`config.mk`:
```
export PLATFORM = sky130hd
export DESIGN_NAME = sgdm_ctrl
export DESIGN_NICKNAME = d
export VERILOG_FILES = /design/src/hdl/sgdm_pkg.sv /design/src/hdl/sgdm_ctrl.sv
export SDC_FILE = /design/constraint.sdc
export NUM_CORES = 1
export LEC_CHECK = 0
export ABC_AREA = 1
export BUFFER_PORTS_ARGS = -buffer_cell sky130_fd_sc_hd__buf_2
export CAP_MARGIN = 0
export CORE_AREA = 3 3 40 42
export DETAILED_ROUTE_END_ITERATION = 10
export DIE_AREA = 0 0 43 45
export SETUP_SLACK_MARGIN = 0.4
export SLEW_MARGIN = 20
export SYNTH_ARGS = -nofsm -noshare
export SYNTH_HDL_FRONTEND = slang
export SYNTH_SLANG_ARGS = --single-unit
```
`constraint.sdc`:
```
create_clock -name clk_i -period 1.05 [get_ports clk_i]
set_clock_uncertainty 0.1 [all_clocks]
set_input_delay 0.21 -clock clk_i [delete_from_list [all_inputs] [get_ports clk_i]]
set_output_delay 0.21 -clock clk_i [all_outputs]
set_load 0.05 [all_outputs]
```
`src/hdl/sgdm_pkg.sv`:
```
// Package for the SGD momentum update block: word types, sizes, register
// indexes and the command and status bundles between controller and datapath.
// No dependencies.
package sgdm_pkg;

  // Velocity store size and its address width.
  localparam int VelDepth = 4096;
  localparam int VelAw    = (VelDepth > 1) ? $clog2(VelDepth) : 1;

  localparam int CoefW = 24;
  localparam int ValW  = 32;

  // Configuration register indexes.
  localparam logic [1:0] RegLearningRate   = 2'd0;
  localparam logic [1:0] RegMomentumFactor = 2'd1;
  localparam logic [1:0] RegDecayFactor    = 2'd2;

  typedef struct packed {
    logic [11:0]            element_index;
    logic signed [ValW-1:0] param_value;
    logic signed [ValW-1:0] grad_value;
    logic                   grad_present;
  } sgdm_in_t;

  typedef struct packed {
    logic signed [ValW-1:0] new_param;
    logic                   overflow;
  } sgdm_out_t;

  // Operand pair fed to the shared multiplier.
  typedef enum logic [1:0] {
    MulDecay    = 2'd0,
    MulMomentum = 2'd1,
    MulRate     = 2'd2
  } mul_sel_e;

  typedef struct packed {
    logic     clr;       // write zero at the clearing address, advance it
    logic     latch;     // capture the input word and read the velocity
    logic     mul_en;    // register one product
    mul_sel_e mul_sel;
    logic     g_en;      // register the effective gradient
    logic     v_en;      // register and store the new velocity
    logic     out_load;  // load the result word
  } sgdm_cmd_t;

  typedef struct packed {
    logic present;       // captured word carries a gradient
    logic mom_on;        // momentum factor is nonzero
    logic clr_last;      // clearing address is at the last entry
  } sgdm_sts_t;

endpackage

```
`src/hdl/sgdm_ctrl.sv`:
```
// Controller of the SGD momentum update block: sequences the clearing pass,
// the multiply and sum steps of one word, and the output word register.
// Depends on sgdm_pkg.
module sgdm_ctrl import sgdm_pkg::*; (
  input  logic      clk_i,
  input  logic      rst_ni,
  input  logic      in_valid_i,
  output logic      in_stall_o,
  output logic      out_valid_o,
  input  logic      out_stall_i,
  input  sgdm_sts_t sts_i,
  output sgdm_cmd_t cmd_o
);

  localparam logic [2:0] StClear = 3'd0;
  localparam logic [2:0] StIdle  = 3'd1;
  localparam logic [2:0] StMulD  = 3'd2;
  localparam logic [2:0] StSumG  = 3'd3;
  localparam logic [2:0] StMulM  = 3'd4;
  localparam logic [2:0] StSumV  = 3'd5;
  localparam logic [2:0] StMulL  = 3'd6;
  localparam logic [2:0] StRes   = 3'd7;

  logic [2:0] state_q, state_d;
  logic       out_valid_q, out_valid_d;
  logic       out_free;

  // The result register can take a new word when empty or being drained.
  assign out_free = !out_valid_q || !out_stall_i;

  always_comb begin
    state_d       = state_q;
    cmd_o         = '0;
    cmd_o.mul_sel = MulDecay;
    in_stall_o    = 1'b1;
    case (state_q)
      StClear: begin
        cmd_o.clr = 1'b1;
        if (sts_i.clr_last) begin
          state_d = StIdle;
        end
      end
      StIdle: begin
        in_stall_o = 1'b0;
        if (in_valid_i) begin
          cmd_o.latch = 1'b1;
          state_d     = StMulD;
        end
      end
      StMulD: begin
        if (sts_i.present) begin
          cmd_o.mul_en  = 1'b1;
          cmd_o.mul_sel = MulDecay;
          state_d       = StSumG;
        end else begin
          state_d = StRes;
        end
      end
      StSumG: begin
        cmd_o.g_en = 1'b1;
        state_d    = sts_i.mom_on ? StMulM : StMulL;
      end
      StMulM: begin
        cmd_o.mul_en  = 1'b1;
        cmd_o.mul_sel = MulMomentum;
        state_d       = StSumV;
      end
      StSumV: begin
        cmd_o.v_en = 1'b1;
        state_d    = StMulL;
      end
      StMulL: begin
        cmd_o.mul_en  = 1'b1;
        cmd_o.mul_sel = MulRate;
        state_d       = StRes;
      end
      StRes: begin
        if (out_free) begin
          cmd_o.out_load = 1'b1;
          state_d        = StIdle;
        end
      end
      default: begin
        state_d = StIdle;
      end
    endcase
  end

  always_comb begin
    out_valid_d = out_valid_q;
    if (cmd_o.out_load) begin
      out_valid_d = 1'b1;
    end else if (out_valid_q && !out_stall_i) begin
      out_valid_d = 1'b0;
    end
  end

  always_ff @(posedge clk_i or negedge rst_ni) begin
    if (!rst_ni) begin
      state_q     <= StClear;
      out_valid_q <= 1'b0;
    end else begin
      state_q     <= state_d;
      out_valid_q <= out_valid_d;
    end
  end

  assign out_valid_o = out_valid_q;

endmodule

```
==> impl_metrics.csv, run 1 <==
group,metric,value,unit
critical_path,worstPathRequired,0.74,ns
status,status,"finished, violations left",
critical_path,slowest_stage,"dfrtp_2",
sta,relSlewSlack,88.9,%
synthesis,synth_cells,46,
critical_path,reg2reg_depth,6,
grt,grt_pass1_wl,1.80,mm
critical_path,cp.arrival,1.21,ns
place,globalplace.congestion,0.714,
sta,finalMaxSlewViolations,0,
sta,finalWorstSetupSlack,-0.472,ns
route,drt-total-wl,1.03,mm
route,viasPerCell,4.19,
route,drtIter0Drc,6,
cts,cts_tree,"done",
grt,grt_pass1_vias,425,
layout,final_nets,90,
route,drcViolationCount,0,
die,start_util,23.5,%
synthesis,ys_ff_latch,4,
route,ant_nets,0,
critical_path,cpLargestDelayFamily,"flip-flops",
place,hpwl,780,um
sta,fin_crit,1.52,ns
critical_path,path_class,"reg2out",
layout,drive_gt1_share,76.8,%
die,die_width,43,um
die,die_h,45,um
sta,fin_tns_setup,-4.38,ns
cts,clock_sinks,4,
cts,clockBufferDepth,2,
worst_hold_path,min_path_type,"in2reg",
critical_path,critPathMaxStageDelay,0.43,ns
sta,rsz0062_at_grt,"yes",
cts,cts_buffers,3,
sta,min_period_over_period,145,%
synthesis,synth_warnings,0,
grt,gr-total-overflow,0,
route,wire_per_inst,10.6,um
synthesis,synth_nets,53,
critical_path,critPathMaxFanout,4,
synthesis,synth.avg_cell_area,6.56,um^2
critical_path,critical_path.cell_chain,"buf_12, nor2_4, nand2_4, nor2_4, buf_8",
cts,clk_latency,0.24,ns
die,io_pins,17,
layout,n_antenna_cell,0,
route,num_vias,406,
die,coreArea,1280,um^2
place,io_buffers,16,
critical_path,startpoint_type,"register",
sta,final-hold-violation-count,0,
critical_path,end_kind,"output pin",
status,violations,"negative setup slack",
synthesis,syn_area,302,um^2
cts,cts_max_level,1,
sta,worst_slew_pin_slew,0.165,ns
synthesis,yosysUniqueCellTypes,15,
route,dr.pass1.iters,4,
die,rows,13,
layout,syn2layout_area_growth,151,%
sta,setup_violations,13,
grt,grt_max_degree,6,
critical_path,cpMostUsedCell,"nor2_4",
flow_run,drv_cap,0,
cts,cts-root-buf,"clkbuf_4",
die,die-area,1940,um^2
critical_path,cp.depth,5,
critical_path,worst-path-buf-inv,2,
synthesis,ys_seq_area_share,33.2,%
worst_hold_path,min_path_cells,3,
cts,clkSlewWorstSetupHoldPaths,0.04,ns
sta,fmax,657,MHz
grt,antenna_found_initial,0,
grt,grtUsageTotal,12.8,%
[flip-flops by register name, summed over array words and instances (netlist names)]
register,count
state_q,3
out_valid_o,1
[synth_stat cells]
master     n  area share, %
inv_2      2            2.5
o211ai_1   1            2.5
nor2_2     1            2.1
buf_4      2            5.0
nand4_1    2            4.1
and2_4     1            2.9
o21ai_0    1            1.7
dfrtp_1    4             33
inv_1      5            6.2
nand2_1   10             12
nand3_1    3            5.0
nor3_1     2            3.3
nor2_1     9             11
nor2_4     1            3.7
nand2_2    2            4.1
[what timing repair did]
| item | in CTS | in global routing |
|---|---|---|
| hold endpoints to repair | 4 | 0 |
| pin swaps | 6 | 1 |
| buffers inserted | 5 | 0 |
| endpoints found under the setup margin | 14 | 14 |
| resized for setup | 32 | 6 |
| hold buffers | 1 | 0 |
| cloned | 0 | 0 |
[path summary, 6_finish.rpt]
| kind | startpoint | to | slack, ns |
|---|---|---|---|
| max in group asynchronous | rst_ni | state_q[1] | 0.51 |
| hold reg to reg | out_valid_o | out_valid_o | 0.44 |
| setup reg to reg | state_q[1] | state_q[0] | -0.21 |
| setup / recovery | state_q[1] | cmd_o[6] | -0.47 |
| min in group asynchronous | rst_ni | state_q[2] | 0.20 |
| hold / removal | out_stall_i | out_valid_o | 0.1 |
[placed cells by master (no fill, tap or decap), types with 2 or more instances in the layout]
cell | Yosys | layout
buf_6 | 0 | 13
nor3_4 | 0 | 2
nand2_4 | 0 | 2
inv_4 | 0 | 2
buf_2 | 0 | 6
clkbuf_4 | 0 | 3
nand2_1 | 10 | 5
dfrtp_2 | 0 | 4
inv_1 | 5 | 4
nor2_1 | 9 | 2
nand2_2 | 2 | 5
nor2_4 | 1 | 8
nand4_1 | 2 | 2
buf_4 | 2 | 12
nand3_1 | 3 | 2
[tightest hold or removal path, cell delays in order]
cell and delay [ns]:
buf_2 0.08, nand2_1 0.05, nand2_1 0.07
[per-stage QoR]
step / hold WS, ns / area (um^2) / util, % / setup WS [ns] / cells
final: 0.0985 / 756 / 58.8 / -0.472 / 97
after global routing: 0.101 / 756 / 58.8 / -0.513 / 97
after CTS: 0.0961 / 736 / 57.3 / -0.500 / 97
after detailed placement: -0.0798 / 564 / 43.9 / -0.335 / 87
after global placement: -0.0823 / 564 / 43.9 / -0.333 / 87
after floorplan: -0.186 / 382 / - / -0.323 / 46
[routing by layer]
metal / global-route usage (%) / up-vias / part of all wire, % / routed length (um)
met4: 9.04 / 0 / 0.97 / 10
met2: 23.1 / 12 / 54 / 560
met5: 0 / - / 0 / 0
met1: 13.9 / 176 / 38 / 394
met3: 1.59 / 2 / 6.2 / 64
li1: - / 216 / - / -
[cells by family (layout without fill, tap and decap cells)]
| family | count (synthesis) | in the layout | share of synthesized area [%] |
|---|---|---|---|
| AOI/OAI and AO/OA | 2 | 2 | 4.15 |
| DFF | 4 | 4 | 33.2 |
| and+or+nand+nor | 31 | 31 | 49.0 |
| buffers and inverters | 9 | 45 | 13.7 |
[area by class of cell]
type / count / area [um^2]
repair buffers: 34 / 312
clock buffers: 4 / 26.3
well taps: 15 / 18.8
fillers: 118 / 529
inverters: 7 / 31.3
flip-flops and latches: 4 / 105
multi-input cells: 33 / 263
Power of run 1 is not shown: default switching activity piles up to over one toggle a cycle in this logic, so the estimate is an artifact.
==> run 2, diff against run 1 <==
--- a/config.mk
+++ b/config.mk
@@ -11,6 +11,7 @@
 export CORE_AREA = 3 3 40 42
 export DETAILED_ROUTE_END_ITERATION = 10
 export DIE_AREA = 0 0 43 45
+export RECOVER_POWER = 100
 export SETUP_SLACK_MARGIN = 0.4
 export SLEW_MARGIN = 20
 export SYNTH_ARGS = -nofsm -noshare
==> impl_metrics.csv, run 2 (same netlist as run 1, synthesis figures left out) <==
group,metric,value,unit
die,io_pins,17,
layout,n_antenna_cell,0,
grt,gr-total-overflow,0,
cts,cts_tree,"done",
cts,clkSlewWorstSetupHoldPaths,0.04,ns
status,violations,"negative setup slack",
sta,setup_violations,13,
sta,whs,0.0985,ns
route,drcViolationCount,0,
cts,cts-root-buf,"clkbuf_4",
route,drt-total-wl,1.03,mm
sta,min_period_over_period,145,%
sta,worst_slew_pin_slew,0.219,ns
route,viasPerCell,4.19,
die,die_width,43,um
flow_run,drv_cap,0,
die,coreArea,1280,um^2
place,dpl_worst_slack,-0.335,ns
layout,multi_input_area,263,um^2
route,dr.pass1.iters,4,
sta,final-hold-violation-count,0,
layout,register_area,105,um^2
critical_path,worstPathRequired,0.74,ns
sta,fmax,657,MHz
sta,fin_tns_setup,-4.38,ns
layout,syn2layout_area_growth,150,%
layout,num-fill-cells,119,
status,status,"finished, violations left",
sta,finalWorstSetupSlack,-0.472,ns
grt,antenna_found_initial,0,
route,wire_per_inst,10.6,um
place,io_buffers,16,
critical_path,end_kind,"output pin",
cts,clk_latency,0.24,ns
sta,finalMaxSlewViolations,0,
layout,drive_gt1_share,75.6,%
grt,grt_pass1_vias,425,
grt,grt_pass1_wl,1.80,mm
grt,grtUsageTotal,12.8,%
critical_path,critPathMaxFanout,4,
cts,clock_sinks,4,
place,placed_area,564,um^2
route,num_vias,406,
cts,cts_buffers,3,
worst_hold_path,min_path_type,"in2reg",
cts,clockBufferDepth,2,
route,drtIter0Drc,6,
sta,fin_crit,1.52,ns
sta,relSlewSlack,85.4,%
grt,grt_max_degree,6,
die,start_util,23.5,%
layout,finish.instance_area,754,um^2
place,globalplace.congestion,0.714,
die,die_h,45,um
die,rows,13,
route,ant_nets,0,
critical_path,cp.arrival,1.21,ns
layout,layout_commonest_cell,"buf_6",
layout,regMostFlops,"state_q",
layout,final_nets,90,
cts,cts_max_level,1,
critical_path,path_class,"reg2out",
die,die-area,1940,um^2
critical_path,reg2reg_slack,-0.21,ns
layout,largest_reg_flops,3,
critical_path,startpoint_type,"register",
layout,final_cell_mix,"13 x buf_6, 12 x buf_4, 8 x nor2_4",
place,hpwl,780,um
sta,rsz0062_at_grt,"yes",
-- run 2: cell count changes in the layout (fill, tap and decap cells not counted), sizes merged --
cell,change
clkbuf,+1
buf,-1
-- run 2: through the flow --
step           utilization (%)  cells
2_1_floorplan                -     46
3_3_place_gp              43.9     87
3_5_place_dp              43.9     87
4_1_cts                   57.3     97
5_1_grt                   58.7     97
6_report                  58.7     97
-- run 2: layer usage --
layer / track usage, % / share of wire, % / up-vias
met5: 0 / 0 / -
met4: 9.04 / 0.97 / 0
met3: 1.59 / 6.2 / 2
met2: 23.1 / 54 / 12
met1: 13.9 / 38 / 176
li1: - / - / 216
-- run 2: repair_timing --
item,CTS,global route
buffers inserted,5,0
endpoints found under the hold margin,4,0
pin swaps,6,1
resized for setup,32,6
hold buffers,1,0
setup endpoints to repair,14,14
-- run 2: layout make-up --
cell class                      count  share of cell area, %
Tap cell                           15                   2.49
Clock buffer                        4                   3.48
Multi-Input combinational cell     33                   34.8
Inverter                            7                   4.15
Sequential cell                     4                   13.9
Timing Repair Buffer               34                   41.1
-- run 2: critical path, stage by stage, from the launching register on --
cell and delay, ns:
dfrtp_2 0.43, buf_12 0.14, nor2_4 0.10, nand2_4 0.06, nor2_4 0.09, buf_8 0.15
-- run 2: path summary, 6_finish.rpt --
path | start | to | depth (start not counted)
worst max-delay path | state_q[1] | cmd_o[6] | 5
worst min-delay path | out_stall_i | out_valid_o | 3
worst max register to register | state_q[1] | state_q[0] | 6
worst min register to register | out_valid_o | out_valid_o | 2
max in group asynchronous | rst_ni | state_q[1] | 2
min in group asynchronous | rst_ni | state_q[2] | 2
Power of run 2 is left out for the same reason.
==> run 3, diff against run 2 <==
--- a/config.mk
+++ b/config.mk
@@ -7,12 +7,12 @@
 export LEC_CHECK = 0
 export ABC_AREA = 1
 export BUFFER_PORTS_ARGS = -buffer_cell sky130_fd_sc_hd__buf_2
-export CAP_MARGIN = 0
 export CORE_AREA = 3 3 40 42
 export DETAILED_ROUTE_END_ITERATION = 10
 export DIE_AREA = 0 0 43 45
 export RECOVER_POWER = 100
 export SETUP_SLACK_MARGIN = 0.4
+export SKIP_CTS_REPAIR_TIMING = 1
 export SLEW_MARGIN = 20
 export SYNTH_ARGS = -nofsm -noshare
 export SYNTH_HDL_FRONTEND = slang
==> impl_metrics.csv, run 3 (same netlist as run 1, synthesis figures left out) <==
group,metric,value,unit
cts,cts_buffers,3,
route,drtIter0Drc,6,
sta,setup_violations,14,
status,status,"finished, violations left",
cts,clk_latency,0.24,ns
critical_path,critPathMaxFanout,4,
grt,grt_pass1_wl,1.68,mm
sta,finalWorstSetupSlack,-0.480,ns
place,io_buffers,16,
critical_path,crit_start,"state_q[1]",
cts,clkSlewWorstSetupHoldPaths,0.05,ns
cts,clockBufferDepth,2,
critical_path,startpoint_type,"register",
route,drcViolationCount,0,
sta,finalMaxSlewViolations,0,
sta,min_period_over_period,146,%
critical_path,end_kind,"output pin",
layout,final_nets,86,
die,rows,13,
sta,rsz0062_at_grt,"yes",
die,die_width,43,um
route,dr.pass1.iters,4,
cts,clock_sinks,4,
die,start_util,23.5,%
sta,fin_crit,1.53,ns
critical_path,worstPathRequired,0.74,ns
cts,cts-root-buf,"clkbuf_4",
critical_path,path_class,"reg2out",
route,drt-total-wl,935,um
grt,grt_max_degree,6,
grt,grt_pass1_vias,388,
die,die_h,45,um
grt,grtUsageTotal,11.9,%
sta,whs,0.0968,ns
route,ant_nets,0,
critical_path,cp.arrival,1.22,ns
grt,antenna_found_initial,0,
flow_run,drv_cap,0,
status,violations,"negative setup slack",
layout,final_cell_mix,"11 x buf_4, 9 x buf_6, 7 x nand2_1",
sta,relSlewSlack,83.4,%
die,coreArea,1280,um^2
sta,worst_slew_pin_slew,0.250,ns
route,viasPerCell,4.19,
sta,final-hold-violation-count,0,
layout,drive_gt1_share,66.7,%
cts,cts_tree,"done",
cts,cts_max_level,1,
worst_hold_path,min_path_type,"in2reg",
layout,largest_reg_flops,3,
die,die-area,1940,um^2
route,wire_per_inst,10.1,um
layout,layout_commonest_cell,"buf_4",
layout,regMostFlops,"state_q",
place,dpl_worst_slack,-0.335,ns
layout,n_antenna_cell,0,
place,globalplace.congestion,0.714,
die,io_pins,17,
layout,syn2layout_area_growth,126,%
route,num_vias,390,
worst_hold_path,worstHoldStart,"out_stall_i",
grt,gr-total-overflow,0,
place,hpwl,780,um
sta,fmax,653,MHz
critical_path,worstReg2RegStart,"state_q[1]",
-- run 3: cell count changes in the layout (fill, tap and decap cells not counted), sizes merged --
| cell | before | now |
|---|---|---|
| buf | 32 | 28 |
-- run 3: layout make-up --
class                      count  area (um^2)
multi-input combinational     33          238
timing repair buffer          30          263
tap                           15         18.8
inverter                       7         31.3
sequential                     4          105
fill                         136          603
clock buffer                   4         26.3
-- run 3: layer usage --
layer  wire [um]  track usage [%]
met4          13             9.04
met5           0                0
met2         500             20.7
met3          60             1.99
met1         360             13.1
-- run 3: path summary, 6_finish.rpt --
path,endpoint,depth (start not counted),slack (ns)
hold / removal,out_valid_o,3,0.1
min in group asynchronous,state_q[2],2,0.23
setup / recovery,cmd_o[6],5,-0.48
setup reg to reg,state_q[0],6,-0.26
max in group asynchronous,state_q[1],2,0.42
hold reg to reg,out_valid_o,2,0.43
-- run 3: worst max-delay path, cell delays in order, from the launching register on --
cell and delay (ns):
dfrtp_2 0.43, buf_12 0.14, nor2_4 0.12, nand2_4 0.06, nor2_4 0.08, buf_8 0.15
-- run 3: through the flow --
stage / std cells / cell area, um^2 / util (%) / setup TNS (ns)
after CTS: 91 / 591 / 46.0 / -5.40
after global placement: 87 / 564 / 43.9 / -2.84
after detailed placement: 87 / 564 / 43.9 / -2.99
after global routing: 93 / 682 / 53.1 / -5.30
final: 93 / 682 / 53.1 / -4.57
after floorplan: 46 / 382 / - / -2.13
Power of run 3 is left out for the same reason.
